## src/rtl/frame_slot_table_with_eviction_defines.svh

```systemverilog
// Assertion macros used by the frame slot table datapath.
`ifndef FRAME_SLOT_TABLE_WITH_EVICTION_DEFINES_SVH
`define FRAME_SLOT_TABLE_WITH_EVICTION_DEFINES_SVH

// Same-cycle implication, disabled while reset is high.
`define FSTE_ASSERT_NOW(lbl, clk, rst, ante, cons, msg) \
   lbl: assert property (@(posedge clk) disable iff (rst) (ante) |-> (cons)) \
      else $error(msg);

// Next-cycle implication, disabled while reset is high.
`define FSTE_ASSERT_NEXT(lbl, clk, rst, ante, cons, msg) \
   lbl: assert property (@(posedge clk) disable iff (rst) (ante) |=> (cons)) \
      else $error(msg);

`endif

```

## src/rtl/fste_pkg.sv

```systemverilog
// Shared widths, codes and control structs of the frame slot table.
`default_nettype none

package fste_pkg;

   // field widths
   localparam int CMD_W      = 3;
   localparam int SLOT_NUM_W = 4;
   localparam int BOOK_W     = 6;
   localparam int STATUS_W   = 2;
   localparam int SLOT_OUT_W = 3;
   localparam int SIU_W      = 4;
   localparam int BCNT_W     = 7;
   localparam int DIST_W     = 8;
   localparam int CSR_DATA_W = 32;
   localparam int CSR_ADDR_W = 3;

   // command codes
   localparam logic [CMD_W-1:0] CMD_LOOKUP  = 3'd0;
   localparam logic [CMD_W-1:0] CMD_STORE   = 3'd1;
   localparam logic [CMD_W-1:0] CMD_RELEASE = 3'd2;
   localparam logic [CMD_W-1:0] CMD_INVAL   = 3'd3;
   localparam logic [CMD_W-1:0] CMD_VICTIM  = 3'd4;

   // result status codes
   localparam logic [STATUS_W-1:0] STATUS_OK     = 2'd0;
   localparam logic [STATUS_W-1:0] STATUS_REJECT = 2'd1;
   localparam logic [STATUS_W-1:0] STATUS_NONE   = 2'd2;

   // register index codes (address bit 2)
   localparam logic REG_SLOTS_IN_USE = 1'b0;
   localparam logic REG_BOOK_COUNT   = 1'b1;

   // one request item
   typedef struct packed {
      logic [CMD_W-1:0]      command;
      logic [SLOT_NUM_W-1:0] slot_number;
      logic [BOOK_W-1:0]     book_number;
      logic [BOOK_W-1:0]     center_book;
      logic                  protect_valid;
      logic [BOOK_W-1:0]     protect_book;
   } fste_req_type;

   // decoded register write
   typedef struct packed {
      logic                  write;
      logic                  index;
      logic [CSR_DATA_W-1:0] wdata;
   } fste_csr_type;

   // controller to datapath
   typedef struct packed {
      logic capture;
      logic exec;
      logic a_step;
      logic b_step;
      logic load_out;
   } fste_cmd_type;

   // datapath to controller
   typedef struct packed {
      logic [CMD_W-1:0] code;
      logic             a_hit;
      logic             last;
      logic             out_free;
   } fste_stat_type;

endpackage

`default_nettype wire

```

## src/rtl/fste_ctrl.sv

```systemverilog
// Sequencer of the frame slot table: decode, slot scans and result hand-off.
`default_nettype none

module fste_ctrl import fste_pkg::*; (
   input  wire logic          clock,
   input  wire logic          reset,
   input  wire logic          req_valid,
   input  wire fste_stat_type stat,
   output logic               req_ready,
   output fste_cmd_type       cmd
);

   localparam logic [2:0] ST_IDLE   = 3'd0;
   localparam logic [2:0] ST_EXEC   = 3'd1;
   localparam logic [2:0] ST_SCAN_A = 3'd2;
   localparam logic [2:0] ST_SCAN_B = 3'd3;
   localparam logic [2:0] ST_DONE   = 3'd4;

   logic [2:0] state_ff;
   logic [2:0] state_in;

   // next state and commands
   always_comb begin
      state_in  = state_ff;
      cmd       = '0;
      req_ready = 1'b0;
      unique case (state_ff)
         ST_IDLE: begin
            req_ready = 1'b1;
            if (req_valid) begin
               cmd.capture = 1'b1;
               state_in    = ST_EXEC;
            end
         end
         ST_EXEC: begin
            cmd.exec = 1'b1;
            unique case (stat.code) inside
               CMD_LOOKUP, CMD_VICTIM: state_in = ST_SCAN_A;
               default:                state_in = ST_DONE;
            endcase
         end
         // first pass: lookup match or first free slot
         ST_SCAN_A: begin
            cmd.a_step = 1'b1;
            if (stat.a_hit) begin
               state_in = ST_DONE;
            end else if (stat.last) begin
               state_in = (stat.code == CMD_VICTIM) ? ST_SCAN_B : ST_DONE;
            end
         end
         // second pass: farthest book
         ST_SCAN_B: begin
            cmd.b_step = 1'b1;
            if (stat.last) begin
               state_in = ST_DONE;
            end
         end
         ST_DONE: begin
            if (stat.out_free) begin
               cmd.load_out = 1'b1;
               state_in     = ST_IDLE;
            end
         end
         default: state_in = ST_IDLE;
      endcase
   end

   always_ff @(posedge clock) begin
      if (reset) begin
         state_ff <= ST_IDLE;
      end else begin
         state_ff <= state_in;
      end
   end

endmodule

`default_nettype wire

```

## config.mk

```make
export PLATFORM = sky130hd
export DESIGN_NAME = fste_ctrl
export DESIGN_NICKNAME = d
export VERILOG_FILES = /design/src/rtl/frame_slot_table_with_eviction_defines.svh /design/src/rtl/fste_pkg.sv /design/src/rtl/fste_ctrl.sv
export SDC_FILE = /design/constraint.sdc
export NUM_CORES = 1
export LEC_CHECK = 0
export BUFFER_PORTS_ARGS = -buffer_cell sky130_fd_sc_hd__buf_2
export CORE_AREA = 2 2 39 41
export CTS_CLUSTER_DIAMETER = 40
export DETAILED_ROUTE_END_ITERATION = 10
export DIE_AREA = 0 0 41 43
export GPL_TIMING_DRIVEN = 0
export PLACE_DENSITY = 0.45
export SLEW_MARGIN = 20
export SYNTH_ARGS = -nofsm -noshare
export SYNTH_HDL_FRONTEND = slang
export SYNTH_SLANG_ARGS = --single-unit
```

## constraint.sdc

```tcl
create_clock -name clock -period 1.7 [get_ports clock]
set_input_delay 0.17 -clock clock [delete_from_list [all_inputs] [get_ports clock]]
set_output_delay 0.17 -clock clock [all_outputs]
set_load 0.005 [all_outputs]
```

==> impl_metrics.csv <==
group,metric,value,unit
cells_and_area,largest_reg_flops,3,
die,std_cell_rows,14,
detailed_routing,wl_per_cell,9.91,um
sta,final_max_slew_viol_count,0,
critical_path,end_kind,"output pin",
sta,finalCritPeriodShare,76.1,%
cells_and_area,drive_gt1_share,50.0,%
global_route,grt_max_degree,11,
synth,ys_warn_count,0,
cells_and_area,top_regs,"state_ff (3)",
global_route,gr-total-overflow,0,
die,die_h,43,um
clock_tree,cts_tree,"built",
sta,slew_headroom,75.4,%
synth,synthesis.nets,43,
cells_and_area,nFillCells,155,
worst_hold_path,hp-class,"primary input to flip-flop",
global_route,grt_util_all_layers,9.13,%
synth,netlist_area,317,sq um
synth,synth_cell_types,24,
place,place_congestion,0.650,
clock_tree,cts_made_buffers,3,
place,hpwlAfterDp,513,um
synth,yosys.area.top_type,"dfxtp_1",
sta,fmax,773,MHz
cells_and_area,fin_util,31.3,%
synth,yosys_register_bits,3,
detailed_routing,wirelength,674,um
global_route,antenna_found_initial,0,
detailed_routing,drtAntennaViolNets,0,
synth,synth_top_area_share,19.0,%
die,fp.dieW,41,um
clock_tree,cts_resized,0,
global_route,grt_pass1_wl,1070,um
power,power_per_cell_area,613,mW/mm^2
synth,synth-seq-area-share,19.0,%
sta,finalHoldViolCount,0,
cells_and_area,fin_cells,68,
global_route,grt_pass1_vias,262,
detailed_routing,vias,308,
sta,rsz0062_at_grt,"false",
clock_tree,clkSlewWorstSetupHoldPaths,0.04,ns
detailed_routing,drt_iter0_drc,2,
run_status,status,"completed",
cells_and_area,layout_commonest_cell,"buf_2",
detailed_routing,vias_per_cell,4.53,
power,p_leak,0.191,nW
place,port_buffers,14,
power,total_power,0.265,mW
sta,tns,0,ns
power,ir_drop,0.000440,V
clock_tree,hold_buffers,0,
cells_and_area,regMostFlops,"state_ff",
critical_path,critPathKind,"flip-flop to output pin",
cells_and_area,final_cell_mix,"buf_2, nor2_1, clkbuf_4, dfxtp_1",
synth,syn_inst,34,
critical_path,startpoint_type,"flip-flop",
sta,worst_slew_pin_slew,0.366,ns
clock_tree,cts-root-buf,"clkbuf_4",
critical_path,crit_required,1.53,ns
die,ios,15,
clock_tree,htreeDepth,1,
flow_run,maxCapViolCount,0,
clock_tree,clock_path_buffers,2,
cells_and_area,nNetsFinal,62,
die,core-area,0.00138,sq mm
die,die_area,0.00176,sq mm
die,start_util,22.9,%
clock_tree,clkLatencyLatePin,0.23,ns
detailed_routing,drcViolationCount,0,
detailed_routing,drtPass1Iterations,2,
sta,setup_viol,0,
sta,finClkSkew,0.0000419,ns
cells_and_area,area_growth,36.8,%
sta,setup_slack,0.406,ns
clock_tree,cts_setup_buffers,0,
synth,syn_avg_cell_area,9.31,sq um
critical_path,cp.arrival,1.12,ns
synth,synth.area.top_cells,"dfxtp_1, a2111oi_2, nor4b_4",
place,dp_cells,64,
cells_and_area,diodes,0,
sta,period_minus_slack,1.29,ns
critical_path,crit_fanout,9,
clock_tree,clock_sinks,3,
place,place_ws,0.493,ns
==> per-layer routing <==
layer / global-route usage (%) / vias up / routed length [um]
met3: 6.81 / 0 / 54
met2: 12.8 / 10 / 308
met1: 10.9 / 134 / 311
met4: 2.00 / 0 / 0
met5: 0 / - / 0
li1: - / 164 / -
==> logic make-up after synthesis <==
group                  share of synthesized area [%]
AO/OA/AOI/OAI                                   27.3
buffers and inverters                           11.9
flip-flops                                      19.0
AND/OR/NAND/NOR                                 41.9
==> Yosys cell counts <==
master     n
a2111oi_2  2
a21o_1     1
a21oi_1    1
a22oi_2    1
a32o_1     1
and2_1     1
and2b_1    1
and3_1     1
buf_4      1
buf_6      2
dfxtp_1    3
inv_1      2
nand2b_1   2
nand3b_1   1
nor2_1     4
nor2b_1    1
nor3_1     2
nor3_2     1
nor3b_4    1
nor4b_4    1
o211ai_1   1
o21ai_1    1
o32ai_1    1
or3b_1     1
==> through the flow <==
stage | hold slack, ns | cell area [sq um]
after floorplan | 0.239 | 317
after global placement | 0.411 | 407
after detailed placement | 0.410 | 407
after CTS | 0.175 | 433
after global routing | 0.184 | 433
final | 0.174 | 433
==> layout make-up <==
cell class	instances	area (sq um)	area share [%]
tap	16	20.0	4.62
buffer	3	30.0	6.94
multi-input combinational	26	219	50.6
sequential	3	60.1	13.9
timing repair buffer	14	70.1	16.2
clock buffer	4	26.3	6.07
inverter	2	7.51	1.73
==> final timing paths <==
path | from | to | slack, ns | depth (start not counted)
max | state_ff[2]$_SDFFE_PP0P_ | cmd[4] | 0.41 | 4
min | reset | state_ff[0]$_SDFFE_PP0P_ | 0.17 | 2
max reg2reg | state_ff[1]$_SDFFE_PP0P_ | state_ff[1]$_SDFFE_PP0P_ | 0.50 | 4
min reg2reg | state_ff[2]$_SDFFE_PP0P_ | state_ff[1]$_SDFFE_PP0P_ | 0.58 | 2
==> worst max-delay path, stage by stage, from the launching register on <==
cell and delay (ns):
dfxtp_1 0.29, buf_4 0.16, nor3_1 0.20, and2_1 0.14, buf_2 0.10
==> report_power, final <==
part | switching [mW] | internal [mW]
Sequential | 0.00107 | 0.0738
Combinational | 0.0326 | 0.0329
Clock | 0.0370 | 0.0880
(Power assumes the default switching activity.)
