### config.mk
export PLATFORM = sky130hd
export DESIGN_NAME = fste_dpath
export DESIGN_NICKNAME = d
export VERILOG_FILES = /design/src/rtl/fste_pkg.sv /design/src/rtl/fste_dpath.sv
export VERILOG_INCLUDE_DIRS = /design/src /design/src/rtl
export SDC_FILE = /design/constraint.sdc
export NUM_CORES = 1
export LEC_CHECK = 0
export BUFFER_PORTS_ARGS = -buffer_cell sky130_fd_sc_hd__clkbuf_2
export CAP_MARGIN = 20
export CORE_MARGIN = 3
export CORE_UTILIZATION = 55
export CTS_BUF_LIST = sky130_fd_sc_hd__clkbuf_4 sky130_fd_sc_hd__clkbuf_8
export DETAILED_ROUTE_END_ITERATION = 8
export HOLD_SLACK_MARGIN = 0.15
export PLACE_DENSITY_LB_ADDON = 0.08
export REMOVE_ABC_BUFFERS = 1
export SLEW_MARGIN = 20
export SYNTH_ARGS = -nofsm -noshare
export SYNTH_HDL_FRONTEND = slang
export SYNTH_SLANG_ARGS = --single-unit
### constraint.sdc
create_clock -name clock -period 12.4 [get_ports clock]
set_input_delay 1.86 -clock clock [delete_from_list [all_inputs] [get_ports clock]]
set_output_delay 1.86 -clock clock [all_outputs]
set_load 0.03 [all_outputs]
### src/rtl/frame_slot_table_with_eviction_defines.svh
// Assertion macros used by the frame slot table datapath.
`ifndef FRAME_SLOT_TABLE_WITH_EVICTION_DEFINES_SVH
`define FRAME_SLOT_TABLE_WITH_EVICTION_DEFINES_SVH

// Same-cycle implication, disabled while reset is high.
`define FSTE_ASSERT_NOW(lbl, clk, rst, ante, cons, msg) \
   lbl: assert property (@(posedge clk) disable iff (rst) (ante) |-> (cons)) \
      else $error(msg);

// Next-cycle implication, disabled while reset is high.
`define FSTE_ASSERT_NEXT(lbl, clk, rst, ante, cons, msg) \
   lbl: assert property (@(posedge clk) disable iff (rst) (ante) |=> (cons)) \
      else $error(msg);

`endif

### src/rtl/fste_pkg.sv
// Shared widths, codes and control structs of the frame slot table.
`default_nettype none

package fste_pkg;

   // field widths
   localparam int CMD_W      = 3;
   localparam int SLOT_NUM_W = 4;
   localparam int BOOK_W     = 6;
   localparam int STATUS_W   = 2;
   localparam int SLOT_OUT_W = 3;
   localparam int SIU_W      = 4;
   localparam int BCNT_W     = 7;
   localparam int DIST_W     = 8;
   localparam int CSR_DATA_W = 32;
   localparam int CSR_ADDR_W = 3;

   // command codes
   localparam logic [CMD_W-1:0] CMD_LOOKUP  = 3'd0;
   localparam logic [CMD_W-1:0] CMD_STORE   = 3'd1;
   localparam logic [CMD_W-1:0] CMD_RELEASE = 3'd2;
   localparam logic [CMD_W-1:0] CMD_INVAL   = 3'd3;
   localparam logic [CMD_W-1:0] CMD_VICTIM  = 3'd4;

   // result status codes
   localparam logic [STATUS_W-1:0] STATUS_OK     = 2'd0;
   localparam logic [STATUS_W-1:0] STATUS_REJECT = 2'd1;
   localparam logic [STATUS_W-1:0] STATUS_NONE   = 2'd2;

   // register index codes (address bit 2)
   localparam logic REG_SLOTS_IN_USE = 1'b0;
   localparam logic REG_BOOK_COUNT   = 1'b1;

   // one request item
   typedef struct packed {
      logic [CMD_W-1:0]      command;
      logic [SLOT_NUM_W-1:0] slot_number;
      logic [BOOK_W-1:0]     book_number;
      logic [BOOK_W-1:0]     center_book;
      logic                  protect_valid;
      logic [BOOK_W-1:0]     protect_book;
   } fste_req_type;

   // decoded register write
   typedef struct packed {
      logic                  write;
      logic                  index;
      logic [CSR_DATA_W-1:0] wdata;
   } fste_csr_type;

   // controller to datapath
   typedef struct packed {
      logic capture;
      logic exec;
      logic a_step;
      logic b_step;
      logic load_out;
   } fste_cmd_type;

   // datapath to controller
   typedef struct packed {
      logic [CMD_W-1:0] code;
      logic             a_hit;
      logic             last;
      logic             out_free;
   } fste_stat_type;

endpackage

`default_nettype wire

### src/rtl/fste_dpath.sv
// Slot table, registers, scan unit and response register of the frame slot table.
`default_nettype none

module fste_dpath import fste_pkg::*; #(
   parameter int SLOTS = 8
) (
   input  wire logic                  clock,
   input  wire logic                  reset,
   input  wire fste_req_type          req,
   input  wire fste_csr_type          csr,
   input  wire fste_cmd_type          cmd,
   input  wire logic                  rsp_ready,
   output fste_stat_type              stat,
   output logic [CSR_DATA_W-1:0]      csr_rdata,
   output logic                       rsp_valid,
   output logic [STATUS_W-1:0]        rsp_status,
   output logic [SLOT_OUT_W-1:0]      rsp_slot
);

`include "frame_slot_table_with_eviction_defines.svh"

   localparam int IDX_W = (SLOTS > 1) ? $clog2(SLOTS) : 1;
   localparam logic [IDX_W-1:0] LAST_IDX = IDX_W'(SLOTS - 1);

   logic [SLOTS-1:0]       valid_ff, valid_in;
   logic [BOOK_W-1:0]      book_ff [SLOTS];
   logic [BOOK_W-1:0]      book_in [SLOTS];
   logic [SIU_W-1:0]       siu_ff, siu_in;
   logic [BCNT_W-1:0]      bcnt_ff, bcnt_in;
   fste_req_type           req_ff, req_in;
   logic [IDX_W-1:0]       idx_ff, idx_in;
   logic signed [DIST_W-1:0] best_dist_ff, best_dist_in;
   logic [IDX_W-1:0]       best_slot_ff, best_slot_in;
   logic                   found_ff, found_in;
   logic [STATUS_W-1:0]    res_status_ff, res_status_in;
   logic [SLOT_OUT_W-1:0]  res_slot_ff, res_slot_in;
   logic                   rsp_valid_ff, rsp_valid_in;
   logic [STATUS_W-1:0]    rsp_status_ff, rsp_status_in;
   logic [SLOT_OUT_W-1:0]  rsp_slot_ff, rsp_slot_in;

   logic [IDX_W-1:0]       slot_idx;
   logic                   store_reject;
   logic                   release_reject;
   logic [BOOK_W-1:0]      scan_book;
   logic                   scan_valid;
   logic                   last;
   logic                   a_hit;
   logic [BOOK_W-1:0]      diff;
   logic signed [DIST_W-1:0] diff_s, alt, ring_dist;
   logic                   cand;

   // slot under scan and its distance from the centre
   always_comb begin
      scan_book  = book_ff[idx_ff];
      scan_valid = valid_ff[idx_ff];
      last       = (idx_ff == LAST_IDX);
      if (req_ff.command == CMD_LOOKUP) begin
         a_hit = scan_valid && (scan_book == req_ff.book_number);
      end else begin
         a_hit = !scan_valid;
      end
      diff   = (scan_book >= req_ff.center_book) ? scan_book - req_ff.center_book
                                                 : req_ff.center_book - scan_book;
      diff_s = signed'(DIST_W'(diff));
      alt    = signed'(DIST_W'(bcnt_ff)) - diff_s;
      ring_dist = (diff_s < alt) ? diff_s : alt;
      cand   = scan_valid &&
               !(req_ff.protect_valid && (scan_book == req_ff.protect_book));
   end

   // range checks on the requested slot
   always_comb begin
      slot_idx       = IDX_W'(req_ff.slot_number);
      release_reject = (32'(req_ff.slot_number) >= SLOTS);
      store_reject   = release_reject || (req_ff.slot_number >= siu_ff);
   end

   // next-state logic
   always_comb begin
      valid_in      = valid_ff;
      book_in       = book_ff;
      siu_in        = siu_ff;
      bcnt_in       = bcnt_ff;
      req_in        = req_ff;
      idx_in        = idx_ff;
      best_dist_in  = best_dist_ff;
      best_slot_in  = best_slot_ff;
      found_in      = found_ff;
      res_status_in = res_status_ff;
      res_slot_in   = res_slot_ff;
      rsp_valid_in  = rsp_valid_ff && !rsp_ready;
      rsp_status_in = rsp_status_ff;
      rsp_slot_in   = rsp_slot_ff;

      // register writes
      if (csr.write) begin
         if (csr.index == REG_SLOTS_IN_USE) begin
            siu_in = csr.wdata[SIU_W-1:0];
         end else begin
            bcnt_in = csr.wdata[BCNT_W-1:0];
         end
      end

      if (cmd.capture) begin
         req_in = req;
      end

      // store, release and invalidate, and scan set-up
      if (cmd.exec) begin
         res_status_in = STATUS_OK;
         res_slot_in   = '0;
         unique case (req_ff.command) inside
            CMD_STORE: begin
               if (store_reject) begin
                  res_status_in = STATUS_REJECT;
               end else begin
                  valid_in[slot_idx] = 1'b1;
                  book_in[slot_idx]  = req_ff.book_number;
               end
            end
            CMD_RELEASE: begin
               if (release_reject) begin
                  res_status_in = STATUS_REJECT;
               end else begin
                  valid_in[slot_idx] = 1'b0;
               end
            end
            CMD_INVAL: begin
               valid_in = '0;
               siu_in   = '0;
            end
            CMD_LOOKUP, CMD_VICTIM: begin
               idx_in       = '0;
               best_dist_in = '1;
               best_slot_in = '0;
               found_in     = 1'b0;
            end
            default: ;
         endcase
      end

      // first pass
      if (cmd.a_step) begin
         idx_in = last ? '0 : idx_ff + 1'b1;
         if (a_hit) begin
            res_status_in = STATUS_OK;
            res_slot_in   = SLOT_OUT_W'(idx_ff);
         end else if (last && (req_ff.command == CMD_LOOKUP)) begin
            res_status_in = STATUS_NONE;
            res_slot_in   = '0;
         end
      end

      // second pass: first maximum wins
      if (cmd.b_step) begin
         idx_in = last ? '0 : idx_ff + 1'b1;
         if (cand && (ring_dist > best_dist_ff)) begin
            best_dist_in = ring_dist;
            best_slot_in = idx_ff;
            found_in     = 1'b1;
         end
         if (last) begin
            res_status_in = found_in ? STATUS_OK : STATUS_NONE;
            res_slot_in   = found_in ? SLOT_OUT_W'(best_slot_in) : '0;
         end
      end

      // hand result to the output register
      if (cmd.load_out) begin
         rsp_valid_in  = 1'b1;
         rsp_status_in = res_status_ff;
         rsp_slot_in   = res_slot_ff;
      end
   end

   // control state
   always_ff @(posedge clock) begin
      if (reset) begin
         valid_ff     <= '0;
         siu_ff       <= '0;
         bcnt_ff      <= '0;
         rsp_valid_ff <= 1'b0;
      end else begin
         valid_ff     <= valid_in;
         siu_ff       <= siu_in;
         bcnt_ff      <= bcnt_in;
         rsp_valid_ff <= rsp_valid_in;
      end
   end

   // payload
   always_ff @(posedge clock) begin
      book_ff       <= book_in;
      req_ff        <= req_in;
      idx_ff        <= idx_in;
      best_dist_ff  <= best_dist_in;
      best_slot_ff  <= best_slot_in;
      found_ff      <= found_in;
      res_status_ff <= res_status_in;
      res_slot_ff   <= res_slot_in;
      rsp_status_ff <= rsp_status_in;
      rsp_slot_ff   <= rsp_slot_in;
   end

   always_comb begin
      stat.code     = req_ff.command;
      stat.a_hit    = a_hit;
      stat.last     = last;
      stat.out_free = !rsp_valid_ff || rsp_ready;
      csr_rdata     = (csr.index == REG_BOOK_COUNT) ? CSR_DATA_W'(bcnt_ff)
                                                    : CSR_DATA_W'(siu_ff);
      rsp_valid     = rsp_valid_ff;
      rsp_status    = rsp_status_ff;
      rsp_slot      = rsp_slot_ff;
   end

   `FSTE_ASSERT_NEXT(a_inval_clears, clock, reset, cmd.exec && (req_ff.command == CMD_INVAL), (valid_ff == '0) && (siu_ff == '0), "invalidate left slots or fill limit set")
   `FSTE_ASSERT_NEXT(a_reject_stable, clock, reset, cmd.exec && (req_ff.command == CMD_STORE) && store_reject, $stable(valid_ff), "rejected store changed the valid marks")
   `FSTE_ASSERT_NEXT(a_load_shows, clock, reset, cmd.load_out, rsp_valid_ff && (rsp_status_ff == $past(res_status_ff)), "loaded result not presented")
   `FSTE_ASSERT_NEXT(a_victim_found, clock, reset, cmd.b_step && last && found_in, res_status_ff == STATUS_OK, "victim found but status not ok")
   `FSTE_ASSERT_NOW(a_no_overwrite, clock, reset, cmd.load_out, !rsp_valid_ff || rsp_ready, "result loaded over a pending transfer")

endmodule

`default_nettype wire

==> results.txt, run 1 <==
Slew Viols, Final = 0
vias = 4432
Clk Latency, worst-skew pair = 0.43 ns
Site Rows = 39
sequential area share after synthesis = 48.8%
worst setup path start = idx_ff[1]
Crit Path Class = flip-flop to flip-flop
worst hold start = res_status_ff[0]
CP peak stage delay = 0.97 ns
cell with the most instances after synthesis = edfxtp_1
Synth warnings = 0
placed insts = 762
Worst Setup Start Kind = flip-flop
post-synth top area share = 37.5%
slew margin rel. = 37.7%
clock buffer depth = 2
Initial Util = 56.8%
cell count after synthesis = 585
Crit Path Max Fanout = 17
Cell Area, Synth = 0.00656 sq mm
reported max-cap violation count = 0
antenna cells = 0
wire per inst = 16.7 um
Period Utilization, post-route = 71.5%
Slew @ Worst Pin = 0.934 ns
Max VDD drop = 0.132 mV
Main synth FF type = edfxtp_1
Pwr Total = 1.85 mW
setup_tns = 0 ns
# clock sinks = 119
most frequent CP cell = ha_1
CP Capture Type = flip-flop
cell taking the most area after synthesis = edfxtp_1
Reg clk slew, reported paths = 0.08 ns
initial antenna violation count = 0
EDFF count, synth = 82
Hold WS = 0.421 ns
final hold violations = 0
Port Buffers = 61
Setup Viol. Count Final = 0
Arrival @ worst endpoint = 9.19 ns
data required time of the worst path = 12.72 ns
GRT overflow = 0
LEAKAGE = 3.03 nW
IO Pins = 112
post-CTS sizing = 0
largest net degree at the start of global routing = 27
worst min path class = flip-flop to flip-flop
die area = 0.0133 sq mm
Hold Buf Count CTS = 0
Slowest cell on crit path = edfxtp_1
Syn Area/Cell = 11.2 sq um
clock power share = 17.1%
share of cells above drive strength 1 = 19.5%
vias in the first global route = 4292
routability cong. = 0.865
nets = 746
drt total wl = 13300 um
1st-iter DRT viols = 286
CTS root buffer = clkbuf_8
clk_skew = 0.0147 ns
first-pass GRT wire length = 21800 um
Async SR Flop Fraction = 0%
FMAX = 113 MHz
Yosys reg bits = 119
All-Layer GR Usage = 21.4%
combinational group share of total power = 56.1%
Post-synth top cells = edfxtp_1, inv_1, nand2_1, ha_1, dfxtp_1
Final HPWL DP = 9900 um
register share of total power = 26.8%
Psw = 802 uW
routed vias/inst = 5.58
H-tree depth = 4
Synth area leaders = edfxtp_1, dfxtp_1, ha_1, mux4_2, buf_4
P_int = 1.04 mW
Pwr per Cell Area = 258 mW/mm^2
switching share of power = 43.4%
DRC = 0
TritonCTS Buffers = 17
Die W = 115 um
RSZ-0062 raised after global routing = no
TritonCTS clock tree = built
outcome = finished, final reports clean
Worst R2R Start = idx_ff[1]
Tmin final = 8.87 ns
Chip Height = 115 um
Syn-to-layout area delta = 9.09%
Post-CTS Setup Bufs = 0
post-route ant nets = 0
non-filler cells in the finished layout = 794
Core Area = 0.0116 sq mm
Yosys cell types = 71
DRT Pass-1 Iters = 5
## critical path, delay by kind of cell, from the launching register on
| kind | cells | cell delay, ns |
|---|---|---|
| compound gates | 11 | 2.19 |
| xor+xnor | 2 | 0.42 |
| fa+ha+maj | 5 | 2.02 |
| buf+inv | 3 | 0.29 |
| flops | 1 | 0.97 |
| mux | 4 | 1.58 |
| simple gates | 6 | 1.24 |
## routing by layer
| layer | track usage [%] | vias up | routed length [um] |
|---|---|---|---|
| met4 | 6.34 | 0 | 123 |
| met3 | 4.47 | 13 | 832 |
| met2 | 32.6 | 161 | 6120 |
| met5 | 0 | - | 0 |
| met1 | 31.0 | 2103 | 6170 |
| li1 | - | 2155 | - |
## final timing paths
kind,end,slack [ns],cells past startpoint
worst min-delay path,rsp_status[0],0.42,0
worst max-delay path,best_dist_ff[2],3.53,31
worst max register to register,best_dist_ff[2],3.53,31
worst min register to register,rsp_status[0],0.42,0
## placed cells by master (no fill, tap or decap), types with 12 or more instances in the layout
| cell type | n |
|---|---|
| mux2i_1 | 14 |
| mux4_2 | 12 |
| dfxtp_1 | 37 |
| nand3_1 | 15 |
| a21oi_1 | 31 |
| nand2_1 | 45 |
| clkbuf_8 | 17 |
| nor2_1 | 27 |
| inv_1 | 58 |
| conb_1 | 25 |
| o21ai_0 | 17 |
| clkbuf_2 | 61 |
| ha_1 | 38 |
| edfxtp_1 | 82 |
| nor2b_1 | 12 |
## logic make-up (layout without fill, tap and decap cells)
group	Yosys count	count (layout)	share of synthesized area [%]
flops	119	119	48.8
fa+ha+maj	40	40	7.85
xor+xnor	21	21	2.80
other cells	1	25	0.0571
compound gates	106	106	10.7
simple gates	142	142	11.0
buf+inv	112	154	8.60
mux	44	44	10.2
## state kept, by name, summed over array words and instances, names as in the netlist, 2 cells and up
| signal | cells |
|---|---|
| bcnt_ff | 7 |
| best_slot_ff | 3 |
| idx_ff | 3 |
| valid_ff | 8 |
| siu_ff | 4 |
| req_ff | 23 |
| rsp_status | 2 |
| book_ff | 48 |
| rsp_slot | 3 |
| stat | 3 |
| best_dist_ff | 8 |
| res_slot_ff | 3 |
| res_status_ff | 2 |
## per-stage QoR
step / utilization [%] / instance area, sq um / setup WS (ns)
4_1_cts: 61.9 / 7160 / 3.44
2_1_floorplan: - / 6320 / 4.80
5_1_grt: 61.9 / 7160 / 2.73
3_5_place_dp: 58.8 / 6800 / 3.47
6_report: 61.9 / 7160 / 3.53
3_3_place_gp: 58.8 / 6800 / 3.61
## power by group through the flow
stage	Clock, mW	Sequential (mW)	Combinational (mW)
5_1_grt	0.341	0.501	1.19
6_report	0.316	0.495	1.04
3_5_place_dp	0	0.505	1.04
2_1_floorplan	0	0.495	0.803
4_1_cts	0.324	0.496	1.05
3_3_place_gp	0	0.503	1.01
## layout make-up
cell class | instances | area [sq um]
flip-flops and latches | 119 | 3200
clock buffers | 18 | 241
well taps | 143 | 179
clock inverters | 14 | 116
repair buffers | 61 | 305
inverters | 61 | 229
fillers | 940 | 4400
multi-input cells | 378 | 2890
Note: power is estimated with default switching activity, not from simulation.
==> run 2: changes to the inputs <==
ABC_AREA = 1   (was unset)
CORE_UTILIZATION = 53   (was 55)
clock period = 7.5 ns   (was 12.4 ns; I/O delays follow)
==> run 2 against run 1 <==
Maximum frequency grew 31%. Clock power grew 79%. Core utilization shrank 0.21 points. Final area grew 5.2%. Non-clock buffer count grew 17. Clock skew is essentially flat. Critical path type unchanged. Global-route usage grew 0.55 points. Sequential power grew 64%. Largest power group unchanged. Via count grew 20%. Worst hold slack gained 0.015 ns. Largest cell class unchanged.
==> results.txt, run 2 <==
outcome = finished, final reports clean
reported max-cap violation count = 0
cell count after synthesis = 795
drt total wl = 14900 um
Period Utilization, post-route = 90.4%
routed vias/inst = 5.09
1st-iter DRT viols = 427
post-synth top area share = 36.5%
Port Buffers = 61
reg-to-reg critical path endpoint = best_dist_ff[7]
# clock sinks = 119
DRT Pass-1 Iters = 5
met1 Use GR = 27.9%
Chip Height = 119 um
cell depth of the worst hold path = 0
slew margin rel. = 54.2%
GR met2 Demand/Resource = 36.0%
Crit Path Max Fanout = 36
Tmin final = 6.78 ns
Worst R2R Start = idx_ff[0]
Worst Reg-to-Reg Cells = 49
Reg with most FFs = book_ff
clock buffer depth = 2
hold endpoint = rsp_status[1]
die area = 0.0141 sq mm
TritonCTS clock tree = built
Arrival @ worst endpoint = 7.12 ns
data required time of the worst path = 7.84 ns
vias = 5339
Cell Area, Synth = 0.00674 sq mm
Yosys reg bits = 119
EDFF count, synth = 82
antenna cells = 0
RSZ-0062 raised after global routing = no
Worst Setup Start Kind = flip-flop
sequential area share after synthesis = 47.5%
Clk Latency, worst-skew pair = 0.44 ns
Slew @ Worst Pin = 0.687 ns
GR Layer Usage met3 = 4.93%
cell with the most instances after synthesis = nand2_1
Max VDD drop = 0.274 mV
TritonCTS Buffers = 17
design area = 0.00754 sq mm
clk_skew = 0.0151 ns
largest net degree at the start of global routing = 37
FMAX = 147 MHz
most frequent cells in the layout = nand2_1, inv_1, nor2_1
worst min path class = flip-flop to flip-flop
Async SR Flop Fraction = 0%
most frequent CP cell = nand2_1
Synth warnings = 0
Setup Viol. Count Final = 0
Syn Area/Cell = 8.48 sq um
initial antenna violation count = 0
Hold Buf Count CTS = 0
leading cell type in the layout, fill and taps excluded = nand2_1
busiest grt layer = met2
Synth area leaders = edfxtp_1, dfxtp_1, nand2_1, ha_1, inv_1
Yosys cell types = 45
first-pass GRT wire length = 24600 um
Slew Viols, Final = 0
Syn-to-layout area delta = 11.8%
Slowest cell on crit path = edfxtp_1
Main synth FF type = edfxtp_1
placed cell area = 0.00708 sq mm
wire per inst = 14.2 um
setup_tns = 0 ns
nets = 975
routability cong. = 0.868
worst hold start = res_status_ff[1]
Core Area = 0.0122 sq mm
Post-synth top cells = nand2_1, inv_1, nor2_1, edfxtp_1, nand3_1
CP peak stage delay = 0.49 ns
GRT overflow = 0
IO Pins = 112
Die W = 119 um
final hold violations = 0
R2R Setup Slk = 0.72 ns
CP Capture Type = flip-flop
Reg clk slew, reported paths = 0.07 ns
Site Rows = 40
All-Layer GR Usage = 21.9%
cell taking the most area after synthesis = edfxtp_1
LEAKAGE = 3.53 nW
vias in the first global route = 5191
DRC = 0
Initial Util = 55.2%
Regs by FF count = book_ff x48, req_ff x23
Crit Path Class = flip-flop to flip-flop
Final HPWL DP = 11100 um
Pwr per Cell Area = 501 mW/mm^2
post-route ant nets = 0
CTS root buffer = clkbuf_8
H-tree depth = 4
Largest register FFs = 48
share of cells above drive strength 1 = 15.6%
## run 2: cell count changes after synthesis, moves of 14 or more
cell     delta
nand3_1    +46
o21ai_1    +23
mux2i_1    -14
nor2_1     +57
nand2_1   +118
inv_1      +54
## run 2: kinds of logic (layout without fill, tap and decap cells)
group,count (synthesis),in the layout,share of synthesized area [%]
adder cells (fa/ha/maj),40,40,7.65
other,1,25,0.0556
AND/OR/NAND/NOR,345,345,22.2
AO/OA/AOI/OAI,114,114,9.50
XOR/XNOR,8,8,1.04
flip-flops,119,119,47.5
buffers and inverters,168,229,12.0
## run 2: final cells by class
| type | instances | area (sq um) |
|---|---|---|
| Clock buffer | 17 | 234 |
| Sequential cell | 119 | 3200 |
| Tap cell | 168 | 210 |
| Timing Repair Buffer | 78 | 445 |
| Clock inverter | 15 | 155 |
| Multi-Input combinational cell | 532 | 2840 |
| Inverter | 119 | 452 |
| Fill cell | 1114 | 4680 |
## run 2: worst max path at each step
stage               from               to  slack (ns)  cells past startpoint
2_1_floorplan  idx_ff[0]  best_dist_ff[5]        1.13                     45
3_3_place_gp   idx_ff[0]  best_dist_ff[5]        0.73                     46
3_5_place_dp   idx_ff[0]  best_dist_ff[0]        0.58                     45
4_1_cts        idx_ff[0]  best_dist_ff[0]        0.55                     46
5_1_grt        idx_ff[0]  best_dist_ff[3]        0.04                     50
6_report       idx_ff[0]  best_dist_ff[7]        0.72                     49
## run 2: report_power, final
group | total [mW] | internal (mW) | switching [mW]
registers | 0.812 | 0.772 | 0.0401
clock network | 0.567 | 0.295 | 0.272
logic | 2.40 | 0.917 | 1.48
## run 2: metal layers
metal  share of wire, %  up-vias
met5                  0        -
met4                2.8        0
met3                5.5       32
met2                 48      165
met1                 44     2443
li1                   -     2699
## run 2: through the flow
step	util [%]	instances	setup slack, ns	power, mW	hold WS, ns
2_1_floorplan	-	770	1.13	2.54	0.409
3_3_place_gp	58.0	1010	0.729	3.04	0.417
3_5_place_dp	58.0	1010	0.576	3.12	0.417
4_1_cts	61.2	1042	0.551	3.70	0.437
5_1_grt	61.7	1048	0.0359	4.18	0.462
6_report	61.7	1048	0.718	3.77	0.436
## run 2: worst max-delay path: cells and delay by family (launching register included)
family / cells / cell delay [ns]
simple gates: 25 / 2.29
flops: 1 / 0.49
fa+ha+maj: 6 / 1.53
xor+xnor: 1 / 0.26
buf+inv: 9 / 0.97
compound gates: 8 / 1.13
## run 2: repair_timing
| action | in CTS | in global routing |
|---|---|---|
| setup buffers | 0 | 6 |
| gates resized for setup | 0 | 2 |
| setup endpoints to repair | 0 | 8 |
==> run 3: changes to the inputs <==
CORE_MARGIN = unset   (was 3)
==> run 3 against run 2 <==
First-iteration DRC count fell by 12%. Register-to-register slack worse by 0.28 ns. Sequential share of layout area fell by 0.092 points. Setup slack lost 0.28 ns. Worst hold slack worse by 0.0031 ns. Critical path depth down 1. Final area up 0.22%. Global-route usage increased by 2.0 points. Routed wire length down 0.48%. Largest cell class unchanged. Largest power group unchanged.
==> results.txt, run 3 (synthesis gave the netlist of run 2 again) <==
outcome = finished, final reports clean
most frequent cells in the layout = nand2_1, inv_1, nor2_1
vias in the first global route = 4899
DRC = 0
vias = 5349
leading cell type in the layout, fill and taps excluded = nand2_1
nets = 973
final hold violations = 0
dpl ws = 0.486 ns
worst min path class = flip-flop to flip-flop
Core Area = 0.0122 sq mm
Final HPWL DP = 10900 um
share of cells above drive strength 1 = 15.3%
Reg with most FFs = book_ff
largest net degree at the start of global routing = 27
R2R Setup Slk = 0.44 ns
Die W = 115 um
# clock sinks = 119
Initial Util = 55.2%
Setup crit end = best_dist_ff[3]
most frequent CP cell = nand2_1
fillers = 1103
clk_skew = 0.0106 ns
Setup Viol. Count Final = 0
TritonCTS Buffers = 17
DRT Pass-1 Iters = 6
antenna cells = 0
placed cell area = 0.00706 sq mm
Slew Viols, Final = 0
data required time of the worst path = 7.90 ns
Port Buffers = 61
Slew @ Worst Pin = 0.715 ns
CTS root buffer = clkbuf_8
die area = 0.0132 sq mm
Slowest cell on crit path = inv_1
Worst Setup Start Kind = flip-flop
Max VDD drop = 0.321 mV
setup_tns = 0 ns
Final Worst Setup Slack = 0.441 ns
drt total wl = 14800 um
CP Capture Type = flip-flop
Arrival @ worst endpoint = 7.46 ns
Reg clk slew, reported paths = 0.07 ns
routability cong. = 0.852
reported max-cap violation count = 0
Tmin final = 7.06 ns
worst setup path start = idx_ff[1]
All-Layer GR Usage = 23.9%
Crit Path Max Fanout = 15
FMAX = 142 MHz
reg-to-reg critical path endpoint = best_dist_ff[3]
clock buffer depth = 2
CP peak stage delay = 0.46 ns
Regs by FF count = book_ff x48, req_ff x23
slew margin rel. = 52.3%
area of the multi-input gates = 0.00282 sq mm
design area = 0.00755 sq mm
Syn-to-layout area delta = 12.0%
H-tree depth = 4
Worst R2R Start = idx_ff[1]
Largest register FFs = 48
LEAKAGE = 3.55 nW
Pwr Total = 3.79 mW
IO Pins = 112
Site Rows = 40
Pwr per Cell Area = 502 mW/mm^2
Worst Reg-to-Reg Cells = 48
first-pass GRT wire length = 23300 um
wire per inst = 14.1 um
Clk Latency, worst-skew pair = 0.46 ns
GRT overflow = 0
initial antenna violation count = 0
TritonCTS clock tree = built
Crit Path Class = flip-flop to flip-flop
1st-iter DRT viols = 375
post-route ant nets = 0
routed vias/inst = 5.11
Chip Height = 115 um
register area = 0.00320 sq mm
Period Utilization, post-route = 94.1%
run 3: critical path, delay by kind of cell, from the launching register on:
family | cells | cell delay [ns]
AO/OA/AOI/OAI | 8 | 0.97
XOR/XNOR | 1 | 0.28
adder cells (fa/ha/maj) | 6 | 1.77
buffers and inverters | 9 | 1.28
flip-flops | 1 | 0.38
AND/OR/NAND/NOR | 24 | 2.34
run 3: metal layers:
metal  vias to the layer above  track usage [%]  wire length (um)
met2                       204             38.5              6860
met3                        43             5.90               960
met1                      2413             29.3              6490
li1                       2689                -                 -
met5                         -                0                 0
met4                         0             13.9               489
run 3: final cells by class:
class / count / share of cell area (%)
multi-input combinational: 532 / 37.3
tap: 168 / 2.78
clock buffer: 20 / 3.40
clock inverter: 12 / 2.35
timing repair buffer: 76 / 5.75
sequential: 119 / 42.4
inverter: 119 / 5.98
run 3: report_power, final:
| part | switching [mW] | leakage, nW | internal, mW | total [mW] |
|---|---|---|---|---|
| combinational | 1.47 | 2.27 | 0.873 | 2.35 |
| sequential | 0.0392 | 1.07 | 0.772 | 0.811 |
| clock | 0.259 | 0.211 | 0.372 | 0.631 |
| total | 1.77 | 3.55 | 2.02 | 3.79 |
run 3: metrics by stage:
stage / hold slack (ns) / utilization (%) / std cells
floorplan: 0.409 / - / 770
global placement: 0.420 / 57.8 / 1008
detailed placement: 0.419 / 57.8 / 1008
CTS: 0.435 / 61.3 / 1040
global route: 0.452 / 61.8 / 1046
finish: 0.433 / 61.8 / 1046
run 3: what timing repair did:
action                     4_1_cts  5_1_grt
gates resized for setup          0        2
hold buffers                     0        0
setup endpoints to repair        0        8
setup buffers                    0        6
run 3: worst min-delay path by stage:
stage,start,end,depth (start not counted)
floorplan,res_slot_ff[0],rsp_slot[0],0
finish,res_slot_ff[1],rsp_slot[1],0
CTS,res_slot_ff[1],rsp_slot[1],0
global placement,res_slot_ff[2],rsp_slot[2],0
global route,res_slot_ff[0],rsp_slot[0],0
detailed placement,res_slot_ff[1],rsp_slot[1],0
